`src/sv/alti_pkg.sv`:
```
// ----------------------------------------------------------------------------
// alti_pkg
// Shared types and constants of the arc-length table interpolator: table
// sizing, item structs, action and status codes, and the command and status
// groups that join the controller to the datapath.
// ----------------------------------------------------------------------------
package alti_pkg;

    localparam int TABLE_DEPTH  = 1024;
    localparam int IDX_W        = $clog2(TABLE_DEPTH);
    localparam int CNT_W        = $clog2(TABLE_DEPTH + 1);
    localparam int DIST_W       = 32;
    localparam int FRAC_W       = 17;
    localparam int KEY_W        = DIST_W + 1;
    localparam int PROD_W       = DIST_W + FRAC_W;
    localparam int SEARCH_LIMIT = 64;
    localparam int FRAC_STEPS   = 16;
    localparam int STEP_W       = 6;

    localparam logic [FRAC_W-1:0] ONE_Q16 = 17'h10000;

    typedef enum logic [1:0] {
        ACT_APPEND  = 2'd0,
        ACT_LEN2PAR = 2'd1,
        ACT_PAR2LEN = 2'd2,
        ACT_CLEAR   = 2'd3
    } action_t;

    typedef enum logic [1:0] {
        ST_OK    = 2'd0,
        ST_EMPTY = 2'd1,
        ST_FULL  = 2'd2
    } status_t;

    typedef struct packed {
        logic [1:0]        action;
        logic [DIST_W-1:0] entry_distance;
        logic [FRAC_W-1:0] entry_param;
        logic [FRAC_W-1:0] query_value;
    } in_item_t;

    typedef struct packed {
        logic [FRAC_W-1:0] answer;
        logic [1:0]        status;
    } out_item_t;

    typedef enum logic [4:0] {
        OP_NONE,
        OP_LOAD,
        OP_APPEND,
        OP_CLEAR,
        OP_START_L2P,
        OP_START_P2L,
        OP_SAVE_DIST,
        OP_PROBE,
        OP_STEP,
        OP_INTERP_MUL,
        OP_DIV_LOAD,
        OP_DIV_STEP,
        OP_INTERP_SUM,
        OP_EXACT_D,
        OP_FRAC_LOAD,
        OP_RES_ZERO,
        OP_RES_ONE,
        OP_RES_EXACT_P,
        OP_RES_FULL,
        OP_RES_EMPTY,
        OP_RES_FRAC,
        OP_PUSH
    } dp_op_t;

    typedef struct packed {
        dp_op_t op;
    } ctrl_cmd_t;

    typedef struct packed {
        logic [1:0] action;
        logic       empty;
        logic       full;
        logic       q_ge_one;
        logic       beyond_last;
        logic       key_eq;
        logic       mid_last;
        logic       mid_zero;
        logic       between;
        logic       total_zero;
        logic       d_ge_total;
        logic       out_free;
    } dp_stat_t;

endpackage

```
`src/sv/alti_ctrl.sv`:
```
// ----------------------------------------------------------------------------
// alti_ctrl
// Controller: sequences dispatch, binary search probes, interpolation
// divide, fraction divide and result hand-off through datapath commands.
// ----------------------------------------------------------------------------
module alti_ctrl (
    input  logic                aclk,
    input  logic                aresetn,
    input  logic                s_valid,
    output logic                s_ready,
    input  alti_pkg::dp_stat_t  stat,
    output alti_pkg::ctrl_cmd_t cmd
);
    import alti_pkg::*;

    typedef enum logic [12:0] {
        S_IDLE  = 13'b0000000000001,
        S_DISP  = 13'b0000000000010,
        S_RANGE = 13'b0000000000100,
        S_PROBE = 13'b0000000001000,
        S_EVAL  = 13'b0000000010000,
        S_DIVLD = 13'b0000000100000,
        S_DIV   = 13'b0000001000000,
        S_SUM   = 13'b0000010000000,
        S_FRAC  = 13'b0000100000000,
        S_FDIV  = 13'b0001000000000,
        S_FRES  = 13'b0010000000000,
        S_PUSH  = 13'b0100000000000,
        S_SPARE = 13'b1000000000000
    } state_t;

    state_t            state_reg, state_next;
    logic [STEP_W-1:0] cnt_reg, cnt_next;

    assign s_ready = (state_reg == S_IDLE);

    always_comb begin
        state_next = state_reg;
        cnt_next   = cnt_reg;
        cmd.op     = OP_NONE;
        unique case (state_reg)
            S_IDLE: begin
                if (s_valid) begin
                    cmd.op     = OP_LOAD;
                    state_next = S_DISP;
                end
            end
            S_DISP: begin
                cnt_next   = '0;
                state_next = S_PUSH;
                unique case (action_t'(stat.action))
                    ACT_APPEND: cmd.op = stat.full ? OP_RES_FULL : OP_APPEND;
                    ACT_CLEAR:  cmd.op = OP_CLEAR;
                    ACT_LEN2PAR: begin
                        if (stat.empty) begin
                            cmd.op = OP_RES_EMPTY;
                        end else begin
                            cmd.op     = OP_START_L2P;
                            state_next = S_RANGE;
                        end
                    end
                    ACT_PAR2LEN: begin
                        priority if (stat.empty) begin
                            cmd.op = OP_RES_EMPTY;
                        end else if (stat.q_ge_one) begin
                            cmd.op = OP_RES_ONE;
                        end else begin
                            cmd.op     = OP_START_P2L;
                            state_next = S_PROBE;
                        end
                    end
                    default: cmd.op = OP_NONE;
                endcase
            end
            S_RANGE: begin
                if (stat.beyond_last) begin
                    cmd.op     = OP_RES_ONE;
                    state_next = S_PUSH;
                end else begin
                    cmd.op     = OP_SAVE_DIST;
                    state_next = S_PROBE;
                end
            end
            S_PROBE: begin
                cmd.op     = OP_PROBE;
                state_next = S_EVAL;
            end
            S_EVAL: begin
                state_next = S_PUSH;
                priority if (stat.key_eq) begin
                    if (stat.action == ACT_LEN2PAR) begin
                        cmd.op = OP_RES_EXACT_P;
                    end else begin
                        cmd.op     = OP_EXACT_D;
                        state_next = S_FRAC;
                    end
                end else if (stat.mid_last) begin
                    cmd.op = OP_RES_ONE;
                end else if (stat.mid_zero) begin
                    cmd.op = OP_RES_ZERO;
                end else if (stat.between) begin
                    cmd.op     = OP_INTERP_MUL;
                    state_next = S_DIVLD;
                end else if (cnt_reg == STEP_W'(SEARCH_LIMIT - 1)) begin
                    // The search gave up without bracketing the key.
                    cmd.op = OP_RES_ZERO;
                end else begin
                    cmd.op     = OP_STEP;
                    cnt_next   = cnt_reg + STEP_W'(1);
                    state_next = S_PROBE;
                end
            end
            S_DIVLD: begin
                cmd.op     = OP_DIV_LOAD;
                cnt_next   = '0;
                state_next = S_DIV;
            end
            S_DIV: begin
                cmd.op   = OP_DIV_STEP;
                cnt_next = cnt_reg + STEP_W'(1);
                if (cnt_reg == STEP_W'(PROD_W - 1)) begin
                    state_next = S_SUM;
                end
            end
            S_SUM: begin
                cmd.op     = OP_INTERP_SUM;
                state_next = (stat.action == ACT_LEN2PAR) ? S_PUSH : S_FRAC;
            end
            S_FRAC: begin
                cnt_next   = '0;
                state_next = S_PUSH;
                priority if (stat.total_zero) begin
                    cmd.op = OP_RES_ZERO;
                end else if (stat.d_ge_total) begin
                    cmd.op = OP_RES_ONE;
                end else begin
                    cmd.op     = OP_FRAC_LOAD;
                    state_next = S_FDIV;
                end
            end
            S_FDIV: begin
                cmd.op   = OP_DIV_STEP;
                cnt_next = cnt_reg + STEP_W'(1);
                if (cnt_reg == STEP_W'(FRAC_STEPS - 1)) begin
                    state_next = S_FRES;
                end
            end
            S_FRES: begin
                cmd.op     = OP_RES_FRAC;
                state_next = S_PUSH;
            end
            S_PUSH: begin
                if (stat.out_free) begin
                    cmd.op     = OP_PUSH;
                    state_next = S_IDLE;
                end
            end
            default: begin
                state_next = S_IDLE;
            end
        endcase
    end

    always_ff @(posedge aclk) begin
        if (!aresetn) begin
            state_reg <= S_IDLE;
            cnt_reg   <= '0;
        end else begin
            state_reg <= state_next;
            cnt_reg   <= cnt_next;
        end
    end

`ifndef NO_ASSERTIONS
    a_load_only_idle: assert property (@(posedge aclk) disable iff (!aresetn)
        cmd.op == OP_LOAD |-> state_reg == S_IDLE)
        else $error("transaction loaded outside idle");
    a_load_dispatch: assert property (@(posedge aclk) disable iff (!aresetn)
        cmd.op == OP_LOAD |=> state_reg == S_DISP)
        else $error("loaded transaction not dispatched");
    a_push_idle: assert property (@(posedge aclk) disable iff (!aresetn)
        cmd.op == OP_PUSH |=> state_reg == S_IDLE)
        else $error("controller did not return to idle after result");
`endif

endmodule

```
`config.mk`:
```
export PLATFORM = sky130hd
export DESIGN_NAME = alti_ctrl
export DESIGN_NICKNAME = d
export VERILOG_FILES = /design/src/sv/alti_pkg.sv /design/src/sv/alti_ctrl.sv
export SDC_FILE = /design/constraint.sdc
export NUM_CORES = 1
export LEC_CHECK = 0
export BUFFER_PORTS_ARGS = -buffer_cell sky130_fd_sc_hd__buf_2
export CAP_MARGIN = 20
export CELL_PAD_IN_SITES_DETAIL_PLACEMENT = 1
export CELL_PAD_IN_SITES_GLOBAL_PLACEMENT = 1
export CORE_ASPECT_RATIO = 0.5
export CORE_MARGIN = 4
export CORE_UTILIZATION = 41
export CTS_CLUSTER_DIAMETER = 60
export DETAILED_ROUTE_END_ITERATION = 16
export PLACE_DENSITY = 0.77
export SETUP_SLACK_MARGIN = 0.5
export SYNTH_ARGS = -nofsm -noshare
export SYNTH_HDL_FRONTEND = slang
export SYNTH_SLANG_ARGS = --single-unit
```
`constraint.sdc`:
```
create_clock -name aclk -period 2.4 [get_ports aclk]
set_clock_uncertainty 0.1 [all_clocks]
set_input_delay 0.12 -clock aclk [delete_from_list [all_inputs] [get_ports aclk]]
set_output_delay 0.12 -clock aclk [all_outputs]
set_load 0.01 [all_outputs]
```
==> impl_metrics.json, run 1 <==
{
  "drv_slew": 0,
  "first_global_vias": 1603,
  "post-route-cell-area_um2": 2060,
  "synth_top_area_share_pct": 24.5,
  "antenna-diode-count": 0,
  "powerDensity_nw_per_um2": 400,
  "syn_area_per_cell_um2": 7.55,
  "drt_first_iter_violations": 102,
  "timing.slew.headroom_pct": 66.3,
  "dr_pass1_iterations": 4,
  "worst_setup_sp_type": "flop",
  "cts_htree_levels": 1,
  "finalWeightedCongestion": 0.871,
  "synth_most_common_cell": "nor2_1",
  "synth_top_area_cell": "dfxtp_1",
  "critical_path_peak_fanout": 8,
  "synth-main-ff-cell": "dfxtp_1",
  "synth_fp_nets": 217,
  "cap_viol_max_count": 0,
  "worst_slew_pin_slew_ps": 499,
  "setup.worst_path.class": "flop to output pin",
  "floorplan.rows": 15,
  "cell_internal_power_w": 0.000532,
  "fp.dieH_um": 50.4,
  "post_route_cells_drive_above_1_share_pct": 39.7,
  "cts_tree": "built",
  "initial_utilization_pct": 42.8,
  "cts_hold_buffers": 0,
  "ys_types": 43,
  "grt_setup_unrepaired": "yes",
  "fillCellCount": 428,
  "routed_wire_length_per_instance_um": 20.7,
  "endpoint_kind": "output pin",
  "total_switching_power_w": 0.000291,
  "layout_cells_excl_fill": 293,
  "clock.fmax_ghz": 0.457,
  "synth-warning-count": 0,
  "place.detailed.instances": 266,
  "coreArea_um2": 3430,
  "cts_made_buffers": 3,
  "post-route-period-util_pct": 91.2,
  "clock_latency_ps": 260,
  "place.detailed.hpwl_um": 3690,
  "run_status": "finished clean",
  "syn-instance-count": 195,
  "clock_path_buffers": 2,
  "fin_setup_tns_ps": 0,
  "worst_ep_required_time_ps": 2180,
  "globalRoute.totalOverflow": 0,
  "area_of_the_mapped_netlist_um2": 1470,
  "post_synth_main_area_contributors": "dfxtp_1, nor2_1, a21oi_1, ha_1, nand2b_1",
  "power.leakage_nw": 0.828,
  "gr-usage-all-layers_pct": 22.3,
  "buffer_ports.inserted": 21,
  "route.antenna.remaining_nets": 0,
  "combinationalPowerShare_pct": 34.2,
  "cts-root-buf": "clkbuf_8",
  "finalHoldViolCount": 0,
  "num-nets-final": 266,
  "timing.critical_path.arrival_ps": 1970,
  "die-area_um2": 4670,
  "setup_violations": 0,
  "worst_setup_hold_path_clk_slew_ps": 70,
  "area.growth.synth_to_final_pct": 39.8,
  "period_needed_ps": 2190,
  "postPlaceCellArea_um2": 1640,
  "die_w_um": 92.7,
  "seq_area_frac_synth_pct": 24.5,
  "synth-async-reset-ratio_pct": 0,
  "worst_ir_drop_vdd_uv": 260,
  "number_of_antenna_violations_at_the_first_check_in_global_routing": 0,
  "largest_register_ff_count": 12,
  "count_of_vias_placed_by_the_detailed_router": 1753,
  "power.share.sequential_pct": 38.9,
  "grt_first_pass_wirelength_um": 8110,
  "detail_route.vias_per_cell": 5.98,
  "synth_seq_cells": 18,
  "cts.sink_count": 18,
  "floorplan.io_pins": 22,
  "hold_path_class": "input pin to flop",
  "switching_share_pct": 35.4,
  "totalWireLength_um": 6050,
  "synth_top_cells_by_count": "nor2_1, dfxtp_1, a21oi_1, inv_1, nand2_1",
  "route.detailed.drc": 0,
  "synth-edff-count": 0,
  "pwr-share-clk_pct": 26.9,
  "largest_net_degree_at_the_start_of_global_routing": 10
}
==> final timing paths <==
kind                                    from             to  slack (ps)  cells after the start
worst max-delay path            state_reg[7]         cmd[4]         210                      7
worst min-delay path                 stat[3]   state_reg[5]          10                      3
worst max register to register  state_reg[7]  state_reg[11]         390                      8
worst min register to register    cnt_reg[1]     cnt_reg[1]         410                      2
==> worst max-delay path, cell delays in order, from the launching register on <==
cell and delay (ps):
dfxtp_4 360, nor4_4 300, buf_6 180, nand4_1 220, buf_4 240, o22ai_2 150, or3_1 130, buf_2 120
==> cells by family (layout without fill, tap and decap cells) <==
group / count (synthesis) / in the layout / synth area share [%]
simple gates: 102 / 102 / 41.2
compound gates: 46 / 46 / 19.9
flops: 18 / 18 / 24.5
buf+inv: 16 / 63 / 4.76
fa+ha+maj: 6 / 6 / 5.10
mux: 5 / 5 / 3.40
xor+xnor: 2 / 2 / 1.19
==> layout by cell type (no fill, tap or decap), drive strengths merged, types with 3 or more instances in the layout <==
| cell | n |
|---|---|
| or3 | 3 |
| buf | 48 |
| a21oi | 15 |
| nor4 | 4 |
| nand2b | 9 |
| nor2 | 24 |
| nand2 | 11 |
| clkbuf | 3 |
| ha | 6 |
| nand4 | 10 |
| o22ai | 3 |
| inv | 12 |
| dfxtp | 18 |
| o21ai | 12 |
| nor3 | 10 |
| a31oi | 3 |
| nand3 | 10 |
| nor2b | 6 |
| mux2i | 5 |
| o21a | 5 |
==> layout make-up <==
| cell class | instances | area, um^2 | area share (%) |
|---|---|---|---|
| repair buffers | 48 | 328 | 15.9 |
| clock buffers | 3 | 41.3 | 2.01 |
| multi-input cells | 161 | 1190 | 57.7 |
| inverters | 12 | 45.0 | 2.19 |
| well taps | 51 | 63.8 | 3.10 |
| flip-flops and latches | 18 | 393 | 19.1 |
==> power groups by stage <==
stage	Combinational [W]	Clock (W)	Sequential [W]
after floorplan	0.000130	0	0.000326
after detailed placement	0.000199	0	0.000330
after global routing	0.000305	0.000238	0.000322
after CTS	0.000217	0.000214	0.000321
after global placement	0.000194	0	0.000329
final	0.000282	0.000221	0.000320
==> per-layer routing <==
layer  up-vias  track usage [%]  part of all wire [%]
li1        818                -                     -
met1       852             30.5                    42
met3        12             4.19                   8.8
met2        71             37.0                    47
met4         0             4.38                   2.1
met5         -                0                     0
==> what timing repair did <==
| action | CTS | global route |
|---|---|---|
| resized for setup | 28 | 21 |
| endpoints found under the setup margin | 20 | 20 |
| pin swaps | 12 | 17 |
| buffers inserted | 14 | 10 |
==> stage by stage <==
stage / total power (W) / util, % / hold slack (ps) / setup slack (ps)
final: 0.000823 / 59.9 / 9.56 / 212
after global routing: 0.000865 / 59.9 / 20.9 / 93.1
after CTS: 0.000752 / 54.7 / 20.0 / 324
after detailed placement: 0.000529 / 47.7 / 295 / 226
after global placement: 0.000523 / 47.7 / 301 / 291
after floorplan: 0.000456 / - / 97.2 / 604
No activity file was read; power rests on OpenSTA's default activity.
==> run 2: changes to the inputs <==
--- a/config.mk
+++ b/config.mk
@@ -15,6 +15,7 @@
 export CTS_CLUSTER_DIAMETER = 60
 export DETAILED_ROUTE_END_ITERATION = 16
 export PLACE_DENSITY = 0.77
+export REMOVE_ABC_BUFFERS = 1
 export SETUP_SLACK_MARGIN = 0.5
 export SYNTH_ARGS = -nofsm -noshare
 export SYNTH_HDL_FRONTEND = slang
==> constraint.sdc (replaced) <==
create_clock -name aclk -period 2.05 [get_ports aclk]
set_clock_uncertainty 0.1 [all_clocks]
set_input_delay 0.1025 -clock aclk [delete_from_list [all_inputs] [get_ports aclk]]
set_output_delay 0.1025 -clock aclk [all_outputs]
set_load 0.01 [all_outputs]
==> impl_metrics.json, run 2 (same netlist as run 1, synthesis figures left out) <==
{
  "detail_route.vias_per_cell": 7.00,
  "pwr-share-clk_pct": 25.5,
  "cap_viol_max_count": 0,
  "drv_slew": 0,
  "coreArea_um2": 3430,
  "clock_latency_ps": 270,
  "postPlaceCellArea_um2": 1680,
  "drt_first_iter_violations": 315,
  "worst_setup_hold_path_clk_slew_ps": 80,
  "worst_r2r_startpoint": "state_reg[7]",
  "timing.slew.headroom_pct": 57.1,
  "clock.fmax_ghz": 0.404,
  "die-area_um2": 4670,
  "first_global_vias": 2044,
  "area.growth.synth_to_final_pct": 68.9,
  "grt_setup_unrepaired": "yes",
  "powerDensity_nw_per_um2": 497,
  "combinationalPowerShare_pct": 43.2,
  "hold_path_class": "input pin to flop",
  "worst_hold_slack_ps": 55.1,
  "hold_path.startpoint": "stat[3]",
  "initial_utilization_pct": 42.8,
  "worst_min_delay_path_endpoint": "state_reg[5]",
  "postLayoutSetupSlackWorst_ps": -423,
  "count_of_vias_placed_by_the_detailed_router": 2205,
  "total_switching_power_w": 0.000472,
  "route.antenna.remaining_nets": 0,
  "grt_first_pass_wirelength_um": 11500,
  "post-route-cell-area_um2": 2480,
  "reg2reg_depth": 8,
  "globalRoute.totalOverflow": 0,
  "power.leakage_nw": 0.982,
  "critical_path.max_stage_delay_ps": 580,
  "cts_htree_levels": 1,
  "post-route-period-util_pct": 121,
  "r2r-end": "state_reg[7]",
  "worst_ep_required_time_ps": 1850,
  "flop2flop_setup_slack_ps": -310,
  "totalWireLength_um": 9410,
  "clock_path_buffers": 2,
  "fin_setup_tns_ps": -4140,
  "floorplan.io_pins": 22,
  "violated_checks": "setup timing",
  "floorplan.rows": 15,
  "cts_tree": "built",
  "finalHoldViolCount": 0,
  "num-nets-final": 287,
  "crit_slowest_cell": "nor4b_1",
  "buffer_ports.inserted": 21,
  "timing.critical_path.cells": "buf_4 -> nor4b_1 -> nand4_1 -> o21ai_0 -> nor2_1 -> nand3_1 -> buf_2",
  "place.detailed.hpwl_um": 3850,
  "period_needed_ps": 2470,
  "largest_register_ff_count": 12,
  "layout_common_cells": "buf_4, buf_2, nor2_1",
  "cts-root-buf": "clkbuf_8",
  "cts.sink_count": 18,
  "fp.dieH_um": 50.4,
  "timing.critical_path.arrival_ps": 2270,
  "antenna-diode-count": 0,
  "power.share.sequential_pct": 31.3,
  "finalWeightedCongestion": 0.917,
  "critical_path_peak_fanout": 5,
  "route.detailed.drc": 0,
  "worst_ir_drop_vdd_uv": 364,
  "cell_internal_power_w": 0.000764,
  "largest_net_degree_at_the_start_of_global_routing": 12,
  "worst_setup_sp_type": "flop",
  "cts_made_buffers": 3,
  "die_w_um": 92.7,
  "run_status": "complete, but fails checks",
  "endpoint_kind": "output pin",
  "mostFrequentLayoutCell": "buf_4",
  "switching_share_pct": 38.2,
  "dr_pass1_iterations": 6,
  "worst_slew_pin_slew_ps": 635,
  "gr-usage-all-layers_pct": 32.9,
  "setup_violations": 19,
  "number_of_antenna_violations_at_the_first_check_in_global_routing": 1,
  "routed_wire_length_per_instance_um": 29.9,
  "setup.worst_path.class": "flop to output pin",
  "post_route_cells_drive_above_1_share_pct": 55.7,
  "min_path_cells": 3
}
==> run 2: how the worst max path moves through the flow <==
stage / from / end / slack, ps
CTS: state_reg[7] / cmd[2] / -30
floorplan: state_reg[0] / cnt_reg[4] / 70
finish: state_reg[9] / cmd[0] / -420
detailed placement: cnt_reg[1] / state_reg[0] / 90
global placement: cnt_reg[1] / state_reg[0] / 80
global route: state_reg[3] / cmd[1] / -400
==> run 2: per-stage QoR <==
stage / util (%) / total power (W) / instances / setup WS, ps
global placement: 48.8 / 0.000625 / 271 / 77.1
detailed placement: 48.8 / 0.000630 / 271 / 86.1
CTS: 63.1 / 0.00103 / 298 / -34.0
finish: 72.3 / 0.00124 / 315 / -423
floorplan: - / 0.000530 / 191 / 66.6
global route: 72.3 / 0.00126 / 315 / -396
==> run 2: power groups by stage <==
stage	combinational (W)	clock (W)	sequential, W
finish	0.000534	0.000315	0.000386
global route	0.000546	0.000325	0.000386
CTS	0.000349	0.000301	0.000375
detailed placement	0.000244	0	0.000386
global placement	0.000239	0	0.000386
floorplan	0.000148	0	0.000382
==> run 2: layout make-up <==
cell class | instances | area, um^2
clock buffer | 4 | 55.1
fill | 377 | 950
inverter | 12 | 45.0
multi-input combinational | 161 | 1380
sequential | 18 | 394
tap | 51 | 63.8
timing repair buffer | 69 | 544
==> run 2: routing by layer <==
metal  share of wire [%]  track usage, %  wire length (um)
met5                   0               0                 0
met4                 8.2            16.3               768
met3                  13            9.88              1230
met2                  43            54.3              4020
met1                  36            39.3              3400
==> run 2: critical path, delay by kind of cell (launching register included) <==
kind	cells	cell delay, ps
simple gates	4	1080
flops	1	390
buf+inv	2	300
compound gates	1	220
==> run 2: what timing repair did <==
item,CTS,global route
pin swaps,27,23
hold buffers,1,0
gates cloned,0,1
resized for setup,60,51
endpoints found under the hold margin,1,0
endpoints found under the setup margin,22,24
setup buffers,22,16
==> run 3: changes to the inputs <==
--- a/config.mk
+++ b/config.mk
@@ -13,6 +13,7 @@
 export CORE_MARGIN = 4
 export CORE_UTILIZATION = 41
 export CTS_CLUSTER_DIAMETER = 60
+export CTS_CLUSTER_SIZE = 28
 export DETAILED_ROUTE_END_ITERATION = 16
 export PLACE_DENSITY = 0.77
 export REMOVE_ABC_BUFFERS = 1
@@ -20,3 +21,4 @@
 export SYNTH_ARGS = -nofsm -noshare
 export SYNTH_HDL_FRONTEND = slang
 export SYNTH_SLANG_ARGS = --single-unit
+export TNS_END_PERCENT = 50
==> constraint.sdc (replaced) <==
create_clock -name aclk -period 2.6 [get_ports aclk]
set_clock_uncertainty 0.1 [all_clocks]
set_input_delay 0.13 -clock aclk [delete_from_list [all_inputs] [get_ports aclk]]
set_output_delay 0.13 -clock aclk [all_outputs]
set_load 0.01 [all_outputs]
==> impl_metrics.json, run 3 (same netlist as run 1, synthesis figures left out) <==
{
  "post-route-period-util_pct": 80.7,
  "grt_first_pass_wirelength_um": 7870,
  "timing.slew.headroom_pct": 63.3,
  "endpoint_kind": "output pin",
  "critical_path_peak_fanout": 6,
  "die_w_um": 92.7,
  "worst_setup_sp_type": "flop",
  "fillCellCount": 436,
  "detail_route.vias_per_cell": 5.78,
  "finalHoldViolCount": 0,
  "worst_hold_slack_ps": 45.1,
  "first_global_vias": 1634,
  "route.antenna.remaining_nets": 0,
  "count_of_vias_placed_by_the_detailed_router": 1631,
  "finalWeightedCongestion": 0.916,
  "clock_path_buffers": 2,
  "drt_first_iter_violations": 46,
  "postLayoutSetupSlackWorst_ps": 502,
  "floorplan.io_pins": 22,
  "worst_slew_pin_slew_ps": 544,
  "largest_net_degree_at_the_start_of_global_routing": 10,
  "worst_ep_required_time_ps": 2370,
  "setup_ws_pre_cts_ps": 419,
  "clock.fmax_ghz": 0.477,
  "clock_latency_ps": 250,
  "globalRoute.totalOverflow": 0,
  "drv_slew": 0,
  "initial_utilization_pct": 42.8,
  "powerDensity_nw_per_um2": 377,
  "power.total_w": 0.000705,
  "grt_setup_unrepaired": "yes",
  "period_needed_ps": 2100,
  "floorplan.rows": 15,
  "antenna-diode-count": 0,
  "cts_hold_buffers": 0,
  "cap_viol_max_count": 0,
  "post_route_cells_drive_above_1_share_pct": 32.5,
  "power.leakage_nw": 0.768,
  "totalWireLength_um": 4830,
  "mostFrequentLayoutCell": "nor2_1",
  "cts_htree_levels": 1,
  "area.growth.synth_to_final_pct": 27.2,
  "post-route-util_pct": 54.5,
  "die-area_um2": 4670,
  "coreArea_um2": 3430,
  "cts.sink_count": 18,
  "fp.dieH_um": 50.4,
  "route.detailed.drc": 0,
  "setup.worst_path.class": "flop to output pin",
  "cts_made_buffers": 3,
  "worst_setup_hold_path_clk_slew_ps": 70,
  "timing.critical_path.arrival_ps": 1870,
  "worst_ir_drop_vdd_uv": 186,
  "hold_path_class": "input pin to flop",
  "buffer_ports.inserted": 21,
  "place.detailed.hpwl_um": 3660,
  "gr-usage-all-layers_pct": 21.7,
  "number_of_antenna_violations_at_the_first_check_in_global_routing": 0,
  "cts-root-buf": "clkbuf_8",
  "layout_common_cells": "nor2_1, buf_2, buf_4",
  "setup_violations": 0,
  "num-nets-final": 255,
  "run_status": "finished clean",
  "largest_register_ff_count": 12,
  "cts_tree": "built",
  "fin_setup_tns_ps": 0,
  "routed_wire_length_per_instance_um": 17.1,
  "dr_pass1_iterations": 4
}
-- run 3: cell count changes in the layout (fill, tap and decap cells not counted), moves of 3 or more --
| cell | before | now |
|---|---|---|
| nor2_2 | 4 | 0 |
| o21ai_0 | 3 | 6 |
| nor3_4 | 3 | 0 |
| a21oi_1 | 5 | 15 |
| nor2_1 | 17 | 23 |
| buf_6 | 13 | 0 |
| nor3_1 | 2 | 6 |
| a21oi_2 | 8 | 0 |
| o21ai_2 | 5 | 2 |
| buf_4 | 33 | 16 |
-- run 3: final timing paths --
path,startpoint,to,slack (ps),cells past startpoint
max,state_reg[11],cmd[4],500,7
min,stat[6],state_reg[5],50,2
max reg2reg,state_reg[11],state_reg[11],540,8
min reg2reg,cnt_reg[0],cnt_reg[0],420,2
-- run 3: worst max-delay path, stage by stage (launching register included) --
cell and delay, ps:
dfxtp_2 350, nor4_4 260, buf_4 200, nand4_1 230, buf_4 230, o22ai_2 120
or3_1 110, buf_2 120
-- run 3: area by class of cell --
type / count / area, um^2 / share of cell area (%)
well taps: 51 / 63.8 / 3.41
multi-input cells: 161 / 1110 / 59.2
clock buffers: 3 / 41.3 / 2.21
repair buffers: 37 / 225 / 12.0
flip-flops and latches: 18 / 388 / 20.7
inverters: 12 / 45.0 / 2.41
-- run 3: report_power, final --
group | internal, W | total (W) | switching (W) | leakage, nW
Combinational | 0.0000881 | 0.000215 | 0.000127 | 0.594
Sequential | 0.000281 | 0.000295 | 0.0000142 | 0.152
Clock | 0.000103 | 0.000195 | 0.0000919 | 0.0216
-- run 3: per-stage QoR --
step	area [um^2]	instances
2_1_floorplan	1450	191
3_3_place_gp	1620	264
3_5_place_dp	1620	264
4_1_cts	1800	280
5_1_grt	1870	282
6_report	1870	282
-- run 3: per-layer routing --
| metal | global-route usage, % | vias to the layer above | part of all wire, % |
|---|---|---|---|
| li1 | - | 792 | - |
| met1 | 28.2 | 784 | 46 |
| met2 | 35.9 | 45 | 45 |
| met3 | 5.24 | 10 | 7.6 |
| met4 | 6.81 | 0 | 1.8 |
| met5 | 0 | - | 0 |
-- run 3: timing repair --
item / 4_1_cts / 5_1_grt
endpoints found under the hold margin: 0 / 0
endpoints found under the setup margin: 7 / 13
pin swaps: 8 / 8
buffers inserted: 13 / 2
gates resized for setup: 13 / 18
